<file path="src/rtl/sawq_pkg.sv">
`timescale 1ns / 1ps
// ----------------------------------------------------------------------------
// sawq_pkg: shared types and codes of the slot allocator
// Item payloads, opcodes, result status codes and the controller/datapath
// command and status bundles.
// ----------------------------------------------------------------------------
package sawq_pkg;

	localparam int SLOTS_DEF       = 128;
	localparam int MAX_WAITERS_DEF = 2048;

	localparam int ID_W     = 11;
	localparam int WT_W     = 14;
	localparam int RATE_W   = 7;
	localparam int IDX_W    = 7;
	localparam int CHARGE_W = 21;
	localparam int REV_W    = 40;
	localparam int ENTRY_W  = WT_W + ID_W;

	// opcodes
	localparam logic [1:0] OP_LOAD   = 2'd0;
	localparam logic [1:0] OP_ARRIVE = 2'd1;
	localparam logic [1:0] OP_DEPART = 2'd2;

	// result status codes
	localparam logic [2:0] ST_PARKED  = 3'd0;
	localparam logic [2:0] ST_QUEUED  = 3'd1;
	localparam logic [2:0] ST_FREED   = 3'd2;
	localparam logic [2:0] ST_MOVED   = 3'd3;
	localparam logic [2:0] ST_LOADED  = 3'd4;
	localparam logic [2:0] ST_UNKNOWN = 3'd5;
	localparam logic [2:0] ST_FULL    = 3'd6;

	// occupant write source
	localparam logic [1:0] OCC_ZERO   = 2'd0;
	localparam logic [1:0] OCC_ID     = 2'd1;
	localparam logic [1:0] OCC_WAITER = 2'd2;

	typedef struct packed {
		logic [1:0]        opcode;
		logic [IDX_W-1:0]  slot_index;
		logic [RATE_W-1:0] slot_rate;
		logic [ID_W-1:0]   car_id;
		logic [WT_W-1:0]   car_weight;
	} req_t;

	typedef struct packed {
		logic [2:0]          status;
		logic [IDX_W-1:0]    slot_used;
		logic [ID_W-1:0]     parked_id;
		logic [CHARGE_W-1:0] charge;
		logic [REV_W-1:0]    total_revenue;
	} res_t;

	typedef struct packed {
		logic       load_in;
		logic       clr_step;
		logic       scan_start;
		logic       scan_step;
		logic       rate_wr;
		logic       rate_rd;
		logic       fifo_rd;
		logic       occ_wr;
		logic [1:0] occ_src;
		logic       push;
		logic       pop;
		logic       mul;
		logic       acc;
		logic       emit;
		logic [2:0] code;
	} dp_cmd_t;

	typedef struct packed {
		logic [1:0] op;
		logic       id_zero;
		logic       idx_oob;
		logic       clr_last;
		logic       hit;
		logic       scan_done;
		logic       fifo_empty;
		logic       fifo_full;
		logic       out_free;
	} dp_stat_t;

endpackage

</file>
<file path="src/rtl/sawq_ctrl.sv">
`timescale 1ns / 1ps
// ----------------------------------------------------------------------------
// sawq_ctrl: allocator controller
// Sequences clearing, decode, slot scan, charge and result hand-off.
// ----------------------------------------------------------------------------
module sawq_ctrl (
	input  logic               clk,
	input  logic               arst_n,
	input  logic               in_valid,
	output logic               in_ready,
	input  sawq_pkg::dp_stat_t stat,
	output sawq_pkg::dp_cmd_t  cmd
);
	import sawq_pkg::*;

	localparam logic [2:0] S_CLEAR  = 3'd0;
	localparam logic [2:0] S_IDLE   = 3'd1;
	localparam logic [2:0] S_DECODE = 3'd2;
	localparam logic [2:0] S_SCAN   = 3'd3;
	localparam logic [2:0] S_HIT    = 3'd4;
	localparam logic [2:0] S_MUL    = 3'd5;
	localparam logic [2:0] S_ACC    = 3'd6;
	localparam logic [2:0] S_EMIT   = 3'd7;

	logic [2:0] state_q, state_d;
	logic [2:0] code_q, code_d;

	assign in_ready = (state_q == S_IDLE);

	always_comb begin
		state_d  = state_q;
		code_d   = code_q;
		cmd      = '0;
		cmd.code = code_q;
		unique case (state_q)
			S_CLEAR: begin
				cmd.clr_step = 1'b1;
				if (stat.clr_last) begin
					state_d = S_IDLE;
				end
			end
			S_IDLE: begin
				if (in_valid) begin
					cmd.load_in = 1'b1;
					state_d     = S_DECODE;
				end
			end
			S_DECODE: begin
				state_d = S_EMIT;
				code_d  = ST_UNKNOWN;
				unique case (stat.op)
					OP_LOAD: begin
						if (!stat.idx_oob) begin
							cmd.rate_wr = 1'b1;
							code_d      = ST_LOADED;
						end
					end
					OP_ARRIVE, OP_DEPART: begin
						if (!stat.id_zero) begin
							cmd.scan_start = 1'b1;
							state_d        = S_SCAN;
						end
					end
					default: code_d = ST_UNKNOWN;
				endcase
			end
			S_SCAN: begin
				cmd.scan_step = 1'b1;
				if (stat.hit) begin
					state_d = S_HIT;
				end else if (stat.scan_done) begin
					state_d = S_EMIT;
					if (stat.op != OP_ARRIVE) begin
						code_d = ST_UNKNOWN;
					end else if (stat.fifo_full) begin
						code_d = ST_FULL;
					end else begin
						cmd.push = 1'b1;
						code_d   = ST_QUEUED;
					end
				end
			end
			S_HIT: begin
				if (stat.op == OP_ARRIVE) begin
					cmd.rate_rd = 1'b1;
					cmd.occ_wr  = 1'b1;
					cmd.occ_src = OCC_ID;
					code_d      = ST_PARKED;
					state_d     = S_MUL;
				end else if (stat.fifo_empty) begin
					cmd.occ_wr  = 1'b1;
					cmd.occ_src = OCC_ZERO;
					code_d      = ST_FREED;
					state_d     = S_EMIT;
				end else begin
					cmd.rate_rd = 1'b1;
					cmd.fifo_rd = 1'b1;
					code_d      = ST_MOVED;
					state_d     = S_MUL;
				end
			end
			S_MUL: begin
				cmd.mul = 1'b1;
				if (stat.op == OP_DEPART) begin
					cmd.pop     = 1'b1;
					cmd.occ_wr  = 1'b1;
					cmd.occ_src = OCC_WAITER;
				end
				state_d = S_ACC;
			end
			S_ACC: begin
				cmd.acc = 1'b1;
				state_d = S_EMIT;
			end
			S_EMIT: begin
				if (stat.out_free) begin
					cmd.emit = 1'b1;
					state_d  = S_IDLE;
				end
			end
			default: state_d = S_IDLE;
		endcase
	end

	always_ff @(posedge clk or negedge arst_n) begin
		if (!arst_n) begin
			state_q <= S_CLEAR;
			code_q  <= ST_UNKNOWN;
		end else begin
			state_q <= state_d;
			code_q  <= code_d;
		end
	end
endmodule

</file>
<file path="config.mk">
export PLATFORM = sky130hd
export DESIGN_NAME = sawq_ctrl
export DESIGN_NICKNAME = d
export VERILOG_FILES = /design/src/rtl/sawq_pkg.sv /design/src/rtl/sawq_ctrl.sv
export SDC_FILE = /design/constraint.sdc
export NUM_CORES = 1
export LEC_CHECK = 0
export BUFFER_PORTS_ARGS = -buffer_cell sky130_fd_sc_hd__buf_2
export CORE_UTILIZATION = 39
export DETAILED_ROUTE_END_ITERATION = 8
export PLACE_DENSITY_LB_ADDON = 0.3
export SLEW_MARGIN = 20
export SYNTH_ARGS = -nofsm -noshare
export SYNTH_HDL_FRONTEND = slang
export SYNTH_SLANG_ARGS = --single-unit
</file>
<file path="constraint.sdc">
create_clock -name clk -period 2 [get_ports clk]
set_input_delay 0.4 -clock clk [delete_from_list [all_inputs] [get_ports clk]]
set_output_delay 0.4 -clock clk [all_outputs]
set_load 0.02 [all_outputs]
</file>
==> results.py, run 1 <==
metrics = {
    "place": {
        "place.port_buffers": 31,
        "dp_hpwl_microns": 1110,
        "gp_congestion": 0.732,
    },
    "yosys": {
        "syn_avg_cell_area_sq_um": 8.83,
        "synth_top_area_share_pct": 15.7,
        "ys_seq_area_share_pct": 24.0,
        "synth_cells": 72,
        "yosysUniqueCellTypes": 39,
        "yosysTopAreaCell": "dfrtp_1",
        "syn_nets": 88,
        "ys_async_sr_fraction_pct": 100,
        "syn_area_sq_um": 636,
        "ys.flop_type": "dfrtp_1",
        "synth_seq_cells": 6,
        "synth.area.top_cells": "dfrtp_1 (16%), dfstp_2 (8.3%), ha_1 (5.9%)",
        "synth-edff-count": 0,
        "yosys_warnings": 0,
    },
    "min_path": {
        "worstHoldStart": "stat[0]",
        "min_path_cells": 2,
        "min_to": "state_q[2]",
        "hp-class": "input port to flop",
    },
    "setup_path": {
        "critPathCaptureType": "primary output",
        "crit_path_start_kind": "flop",
        "path_class": "flop to primary output",
        "crit_path_max_fanout": 16,
        "r2r_slack_ns": 0.36,
        "worstReg2RegStart": "state_q[1]",
        "rr_worst_depth": 5,
        "r2r-end": "state_q[1]",
        "critPathRequiredTime_ns": 1.60,
        "cp.arrival_ns": 1.48,
    },
    "floorplan": {
        "placementRows": 14,
        "die_area_sq_mm": 0.00180,
        "coreArea_sq_mm": 0.00151,
        "start_util_pct": 42.2,
        "fp.dieH_microns": 42.4,
        "io_pins": 32,
        "die_x_microns": 42.4,
    },
    "drt": {
        "antenna_left": 0,
        "drt-initial-drc-count": 7,
        "wl_microns": 1380,
        "vias": 630,
        "first_pass_iters": 4,
        "wl_per_cell_microns": 11.4,
        "viasPerCell": 5.21,
        "drc": 0,
    },
    "power_and_ir_drop": {
        "p_total_w": 0.00114,
        "p_int_w": 0.000613,
        "power.switching_w": 0.000530,
        "p_leak_nw": 0.439,
        "p_per_area_mw_per_mm2": 1380,
        "p_seq_share_pct": 27.4,
        "power_frac_comb_pct": 61.8,
        "p_sw_share_pct": 46.4,
        "clkPwrFrac_pct": 10.8,
        "max-vdd-ir-drop_mv": 0.697,
    },
    "clocking": {
        "clock-sinks": 6,
        "htree_levels": 1,
        "path_clk_slew_ns": 0.05,
        "clockRootBuffer": "clkbuf_4",
        "worstSkewPairLatency_ns": 0.25,
        "cts_tree": "yes",
        "postCtsSetupBuffers": 0,
        "cts_buffers": 3,
        "clockBufferDepth": 2,
    },
    "global_routing": {
        "grt_antenna_before_repair": 0,
        "grt_pass1_wl_microns": 2360,
        "grtUsageMet2_pct": 26.2,
        "grt.busiest_layer": "met2",
        "grt_pass1_vias": 542,
        "grt_start_max_net_pins": 17,
        "use_met3_pct": 6.03,
        "track_usage_pct": 17.2,
        "grtUsageMet1_pct": 23.2,
        "overflow": 0,
    },
    "timing": {
        "rsz0062_at_grt": "false",
        "fmax_mhz": 533,
        "period_needed_ns": 1.88,
        "slew_violations": 0,
        "relSlewSlack_pct": 79.5,
        "worstMarginPinSlew_ns": 0.307,
        "setup_violations": 0,
        "hold_violations": 0,
        "setup_tns_ns": 0,
        "final_min_period_over_clock_period_pct": 93.8,
        "fin_worst_skew_ns": 0.00353,
    },
    "layout": {
        "n_antenna_cell": 0,
        "seq_area_sq_um": 156,
        "fillers": 155,
        "mostFrequentLayoutCell": "buf_2",
        "synthToLayoutAreaGrowth_pct": 30.1,
        "multiInputGateArea_sq_um": 418,
        "nets": 122,
        "drive_gt1_share_pct": 48.6,
        "mostFrequentLayoutCells": "buf_2 (31), inv_1 (6), nor2_1 (6)",
    },
    "status": {
        "outcome": "complete, no violations",
    },
    "run": {
        "max_cap_violations": 0,
    },
}
area by class of cell:
type / instances / area share [%]
inverter: 7 / 3.18
multi-input combinational: 54 / 50.5
timing repair buffer: 34 / 21.8
tap: 16 / 2.42
clock buffer: 4 / 3.18
sequential: 6 / 18.9
cell families (layout without fill, tap and decap cells):
group | after synthesis | count (layout) | synth area share [%]
flip-flops | 6 | 6 | 24.0
AO/OA/AOI/OAI | 15 | 15 | 18.9
XOR/XNOR | 1 | 1 | 1.38
buffers and inverters | 12 | 45 | 10.2
AND/OR/NAND/NOR | 31 | 31 | 31.9
adder cells (fa/ha/maj) | 3 | 3 | 5.91
multiplexers | 4 | 4 | 7.68
worst max-delay path, cell delays in order, from the launching register on:
cell,delay [ns]
dfrtp_2,0.52
and3b_1,0.24
and2_1,0.16
o21bai_1,0.14
buf_2,0.16
power by group through the flow:
| stage | registers, W | logic (W) | clock network (W) |
|---|---|---|---|
| 4_1_cts | 0.000309 | 0.000716 | 0.000130 |
| 2_1_floorplan | 0.000253 | 0.000631 | 0 |
| 5_1_grt | 0.000326 | 0.000775 | 0.000139 |
| 6_report | 0.000313 | 0.000707 | 0.000123 |
| 3_5_place_dp | 0.000309 | 0.000712 | 0 |
| 3_3_place_gp | 0.000303 | 0.000704 | 0 |
worst max path at each step:
stage / cells past startpoint / startpoint / end
3_3_place_gp: 6 / stat[8] / cmd[15]
4_1_cts: 4 / state_q[1] / cmd[17]
3_5_place_dp: 6 / stat[8] / cmd[15]
6_report: 4 / state_q[0] / cmd[10]
5_1_grt: 4 / state_q[0] / cmd[10]
2_1_floorplan: 4 / state_q[1] / cmd[17]
per-layer routing:
metal  up-vias  routed length (microns)
met1       283                      623
li1        320                        -
met3         0                       98
met5         -                        0
met4         0                        0
met2        27                      659
synth_stat cells, types with 2 or more instances:
library cell and n:
a21oi_1 3, a31oi_1 2, and2_1 4, buf_4 3, dfrtp_1 4, dfstp_2 2, ha_1 3, inv_1 6
mux2_2 2, nand2_1 5, nor2_1 6, nor2b_1 2, nor3_1 3, nor3b_1 2
state kept, by name (all words and copies together), names as in the netlist:
register	count
code_q	3
state_q	3
repair_timing:
item | 4_1_cts | 5_1_grt
hold endpoints to repair | 4 | 0
gates cloned | 0 | 0
resized for setup | 1 | 2
endpoints found under the setup margin | 1 | 3
hold buffers | 1 | 0
through the flow:
stage	setup slack, ns	utilization, %	hold WS [ns]	cells	cell area, sq um
final	0.123	54.9	0.370	121	827
after global routing	0.00707	54.9	0.383	121	827
after CTS	0.0371	54.7	0.362	121	825
after detailed placement	0.171	52.2	0.227	116	787
after global placement	0.193	52.2	0.223	116	787
after floorplan	0.0504	-	0.104	72	636
No activity file was read; power rests on OpenSTA's default activity.
==> inputs of run 2 (changes only) <==
- CAP_MARGIN: unset -> 5
- REMOVE_ABC_BUFFERS: unset -> 1
- clock period: 2 -> 2.15 ns (I/O delays scaled with it)
==> run 2 against run 1 <==
- combinational power fell by 11%
- setup slack better by 0.12 ns
- cell count shrank 0.83%
- global-route usage is 1.1 points lower
- critical path depth is the same
- worst hold slack improved by 0.039 ns
- clock-buffer cell count unchanged
- sequential cell count did not move
- non-clock buffer count down 1
- sequential share of layout area barely moved
- critical endpoint is now cmd[17]
- largest cell class unchanged
- largest power group unchanged
==> results.py, run 2 (synthesis gave the netlist of run 1 again) <==
metrics = {
    "timing": {
        "final_min_period_over_clock_period_pct": 88.6,
        "holdWs_ns": 0.409,
        "fin_worst_skew_ns": 0.00397,
        "setup_violations": 0,
        "period_needed_ns": 1.90,
        "fmax_mhz": 525,
        "slew_violations": 0,
        "hold_violations": 0,
        "relSlewSlack_pct": 77.5,
        "worstMarginPinSlew_ns": 0.338,
        "rsz0062_at_grt": "false",
        "setup_tns_ns": 0,
    },
    "drt": {
        "antenna_left": 0,
        "vias": 615,
        "drt-initial-drc-count": 10,
        "viasPerCell": 5.13,
        "first_pass_iters": 3,
        "wl_per_cell_microns": 10.8,
        "drc": 0,
        "wl_microns": 1300,
    },
    "setup_path": {
        "critPathRequiredTime_ns": 1.72,
        "cp.arrival_ns": 1.47,
        "crit_path_max_fanout": 9,
        "path_class": "flop to primary output",
        "crit_path_start_kind": "flop",
        "r2r_slack_ns": 0.46,
        "worstReg2RegStart": "state_q[1]",
        "r2r-end": "state_q[1]",
        "startpoint": "state_q[1]",
        "crit_end": "cmd[17]",
        "critPathCaptureType": "primary output",
        "rr_worst_depth": 5,
    },
    "layout": {
        "reg.largest.list": "code_q: 3 flops, state_q: 3 flops",
        "drive_gt1_share_pct": 47.1,
        "n_antenna_cell": 0,
        "final_area_sq_um": 818,
        "synthToLayoutAreaGrowth_pct": 28.7,
        "mostFrequentLayoutCells": "buf_2 (31), inv_1 (6), nor2_1 (6)",
        "mostFrequentLayoutCell": "buf_2",
        "stdcell_count": 120,
        "nets": 121,
    },
    "floorplan": {
        "placementRows": 14,
        "die_x_microns": 42.4,
        "die_area_sq_mm": 0.00180,
        "io_pins": 32,
        "start_util_pct": 42.2,
        "coreArea_sq_mm": 0.00151,
        "fp.dieH_microns": 42.4,
    },
    "global_routing": {
        "overflow": 0,
        "grt_start_max_net_pins": 18,
        "grt_pass1_vias": 543,
        "track_usage_pct": 16.1,
        "grt_pass1_wl_microns": 2240,
        "grt_antenna_before_repair": 0,
    },
    "clocking": {
        "worstSkewPairLatency_ns": 0.24,
        "cts_tree": "yes",
        "postCtsSetupBuffers": 0,
        "htree_levels": 1,
        "clock-sinks": 6,
        "clockRootBuffer": "clkbuf_4",
        "clockBufferDepth": 2,
        "path_clk_slew_ns": 0.05,
        "cts_buffers": 3,
    },
    "power_and_ir_drop": {
        "p_per_area_mw_per_mm2": 1270,
        "p_total_w": 0.00104,
        "max-vdd-ir-drop_mv": 0.830,
        "p_leak_nw": 0.435,
    },
    "place": {
        "dp_hpwl_microns": 1040,
        "placement.cell_area_sq_um": 779,
        "gp_congestion": 0.806,
        "placed_cells": 115,
        "place.port_buffers": 31,
    },
    "min_path": {
        "hp-class": "input port to flop",
        "worstHoldStart": "stat[0]",
    },
    "run": {
        "max_cap_violations": 0,
    },
    "status": {
        "outcome": "complete, no violations",
    },
}
-- run 2: cell type report --
cell class | instances | area, sq um
tap | 16 | 20.0
timing repair buffer | 33 | 173
inverter | 7 | 26.3
multi-input combinational | 54 | 418
sequential | 6 | 155
fill | 155 | 688
clock buffer | 4 | 26.3
-- run 2: per-layer routing --
layer / routed length, microns / part of all wire [%] / track usage (%) / up-vias
met4: 0 / 0 / 1.88 / 0
met5: 0 / 0 / 0 / -
li1: - / - / - / 314
met1: 577 / 44 / 20.8 / 278
met2: 623 / 48 / 25.8 / 23
met3: 97 / 7.5 / 6.90 / 0
-- run 2: timing repair --
item,in CTS,in global routing
hold endpoints to repair,4,0
endpoints found under the setup margin,0,2
resized for setup,0,2
hold buffers,1,0
-- run 2: worst min path at each step --
stage	slack [ns]	cells after the start	end
after floorplan	0.13	0	code_q[1]
after global placement	0.25	1	code_q[1]
after detailed placement	0.26	1	state_q[2]
after CTS	0.41	2	state_q[2]
after global routing	0.41	2	state_q[2]
final	0.41	2	state_q[2]
-- run 2: through the flow --
step / util [%] / worst slack (ns)
after floorplan: - / 0.177
after global placement: 51.7 / 0.294
after detailed placement: 51.7 / 0.258
after CTS: 54.2 / 0.0924
after global routing: 54.3 / 0.0827
final: 54.3 / 0.246
-- run 2: power breakdown --
group          leakage, nW  total [W]  internal, W  switching (W)
clock               0.0150   0.000111    0.0000703      0.0000405
sequential          0.0662   0.000300     0.000179       0.000121
combinational        0.354   0.000632     0.000307       0.000325
-- run 2: critical path: stages, from the launching register on --
cell and delay, ns:
dfrtp_1 0.49, buf_4 0.23, nor3b_1 0.22, and2_1 0.15
buf_2 0.15
==> inputs of run 3 (changes only) <==
- clock period: 2.15 -> 2.1 ns (I/O delays scaled with it)
==> run 3 against run 2 <==
- power up 2.9%
- design area is the same
- clock power is essentially flat
- register-to-register slack better by 0.05 ns
- largest power group unchanged
- sequential power is essentially flat
- first-iteration DRC count stayed put
- die area is the same
- cell count is the same
==> results.py, run 3 (synthesis gave the netlist of run 1 again) <==
metrics = {
    "place": {
        "dp_hpwl_microns": 984,
        "place.port_buffers": 31,
        "gp_congestion": 0.787,
    },
    "setup_path": {
        "worstReg2RegStart": "state_q[2]",
        "startpoint": "state_q[1]",
        "critPathRequiredTime_ns": 1.68,
        "path_class": "flop to primary output",
        "crit_path_start_kind": "flop",
        "cp.arrival_ns": 1.49,
        "crit_path_max_fanout": 17,
        "critPathCaptureType": "primary output",
    },
    "drt": {
        "drc": 0,
        "wl_microns": 1280,
        "antenna_left": 0,
        "first_pass_iters": 4,
        "viasPerCell": 5.08,
        "drt-initial-drc-count": 10,
        "vias": 609,
        "wl_per_cell_microns": 10.7,
    },
    "floorplan": {
        "die_x_microns": 42.4,
        "die_area_sq_mm": 0.00180,
        "start_util_pct": 42.2,
        "placementRows": 14,
        "fp.dieH_microns": 42.4,
        "io_pins": 32,
        "coreArea_sq_mm": 0.00151,
    },
    "layout": {
        "drive_gt1_share_pct": 47.1,
        "synthToLayoutAreaGrowth_pct": 28.7,
        "reg.largest.list": "code_q: 3 flops, state_q: 3 flops",
        "mostFrequentLayoutCells": "buf_2 (31), inv_1 (6), nor2_1 (6)",
        "post-route-util_pct": 54.3,
        "n_antenna_cell": 0,
        "mostFrequentLayoutCell": "buf_2",
        "nets": 121,
    },
    "timing": {
        "fmax_mhz": 524,
        "final_min_period_over_clock_period_pct": 90.8,
        "setup_tns_ns": 0,
        "hold_violations": 0,
        "period_needed_ns": 1.91,
        "relSlewSlack_pct": 78.8,
        "fin_worst_skew_ns": 0.00574,
        "setup_violations": 0,
        "slew_violations": 0,
        "worstMarginPinSlew_ns": 0.318,
        "rsz0062_at_grt": "false",
    },
    "global_routing": {
        "grt_pass1_wl_microns": 2100,
        "track_usage_pct": 15.2,
        "grt_pass1_vias": 522,
        "grt_start_max_net_pins": 18,
        "overflow": 0,
        "grt_antenna_before_repair": 0,
    },
    "power_and_ir_drop": {
        "max-vdd-ir-drop_mv": 0.619,
        "p_per_area_mw_per_mm2": 1310,
        "p_leak_nw": 0.435,
    },
    "clocking": {
        "clockRootBuffer": "clkbuf_4",
        "clock-sinks": 6,
        "postCtsSetupBuffers": 0,
        "worstSkewPairLatency_ns": 0.24,
        "clockBufferDepth": 2,
        "cts_buffers": 3,
        "cts_tree": "yes",
        "htree_levels": 1,
        "path_clk_slew_ns": 0.05,
    },
    "status": {
        "outcome": "complete, no violations",
    },
    "min_path": {
        "worstHoldStart": "stat[0]",
        "hp-class": "input port to flop",
    },
    "run": {
        "max_cap_violations": 0,
    },
}
-- run 3: path summary, 6_finish.rpt --
kind	endpoint	slack, ns	depth (start not counted)
min in group asynchronous	state_q[2]	0.52	2
setup reg to reg	state_q[1]	0.51	5
max in group asynchronous	code_q[0]	1.36	2
hold reg to reg	code_q[1]	0.50	1
hold / removal	state_q[2]	0.40	2
setup / recovery	cmd[10]	0.19	4
-- run 3: routing by layer --
metal | part of all wire [%] | vias to the layer above | global-route usage [%]
met5 | 0 | - | 0
met4 | 0 | 0 | 1.88
met3 | 4.9 | 0 | 5.17
met2 | 47 | 22 | 24.6
met1 | 48 | 268 | 20.2
li1 | - | 319 | -
-- run 3: critical path, stage by stage (launching register included) --
cell      delay, ns
dfrtp_2        0.55
and3b_1        0.23
and2_1         0.16
o21bai_1       0.14
buf_2          0.16
-- run 3: report_power, final --
group          total [W]  leakage [nW]  internal (W)  switching [W]
sequential      0.000298        0.0663      0.000183       0.000115
clock           0.000114        0.0150     0.0000720      0.0000417
combinational   0.000660         0.354      0.000315       0.000345
total            0.00107         0.435      0.000570       0.000502
-- run 3: what timing repair did --
action | CTS | global route
resized for setup | 0 | 2
endpoints found under the setup margin | 0 | 4
hold buffers | 1 | 0
hold endpoints to repair | 4 | 0
-- run 3: final cells by class --
cell class	count	area, sq um
well taps	16	20.0
inverters	7	26.3
repair buffers	33	173
clock buffers	4	26.3
fillers	156	688
flip-flops and latches	6	155
multi-input cells	54	418
-- run 3: stage by stage --
stage / std cells / hold slack (ns) / power [W] / cell area (sq um) / setup WS [ns]
3_5_place_dp: 115 / 0.244 / 0.000953 / 779 / 0.248
5_1_grt: 120 / 0.391 / 0.00116 / 818 / 0.100
3_3_place_gp: 115 / 0.244 / 0.000949 / 779 / 0.266
6_report: 120 / 0.397 / 0.00107 / 818 / 0.193
4_1_cts: 120 / 0.396 / 0.00107 / 816 / 0.0322
2_1_floorplan: 67 / 0.124 / 0.000771 / 597 / 0.137
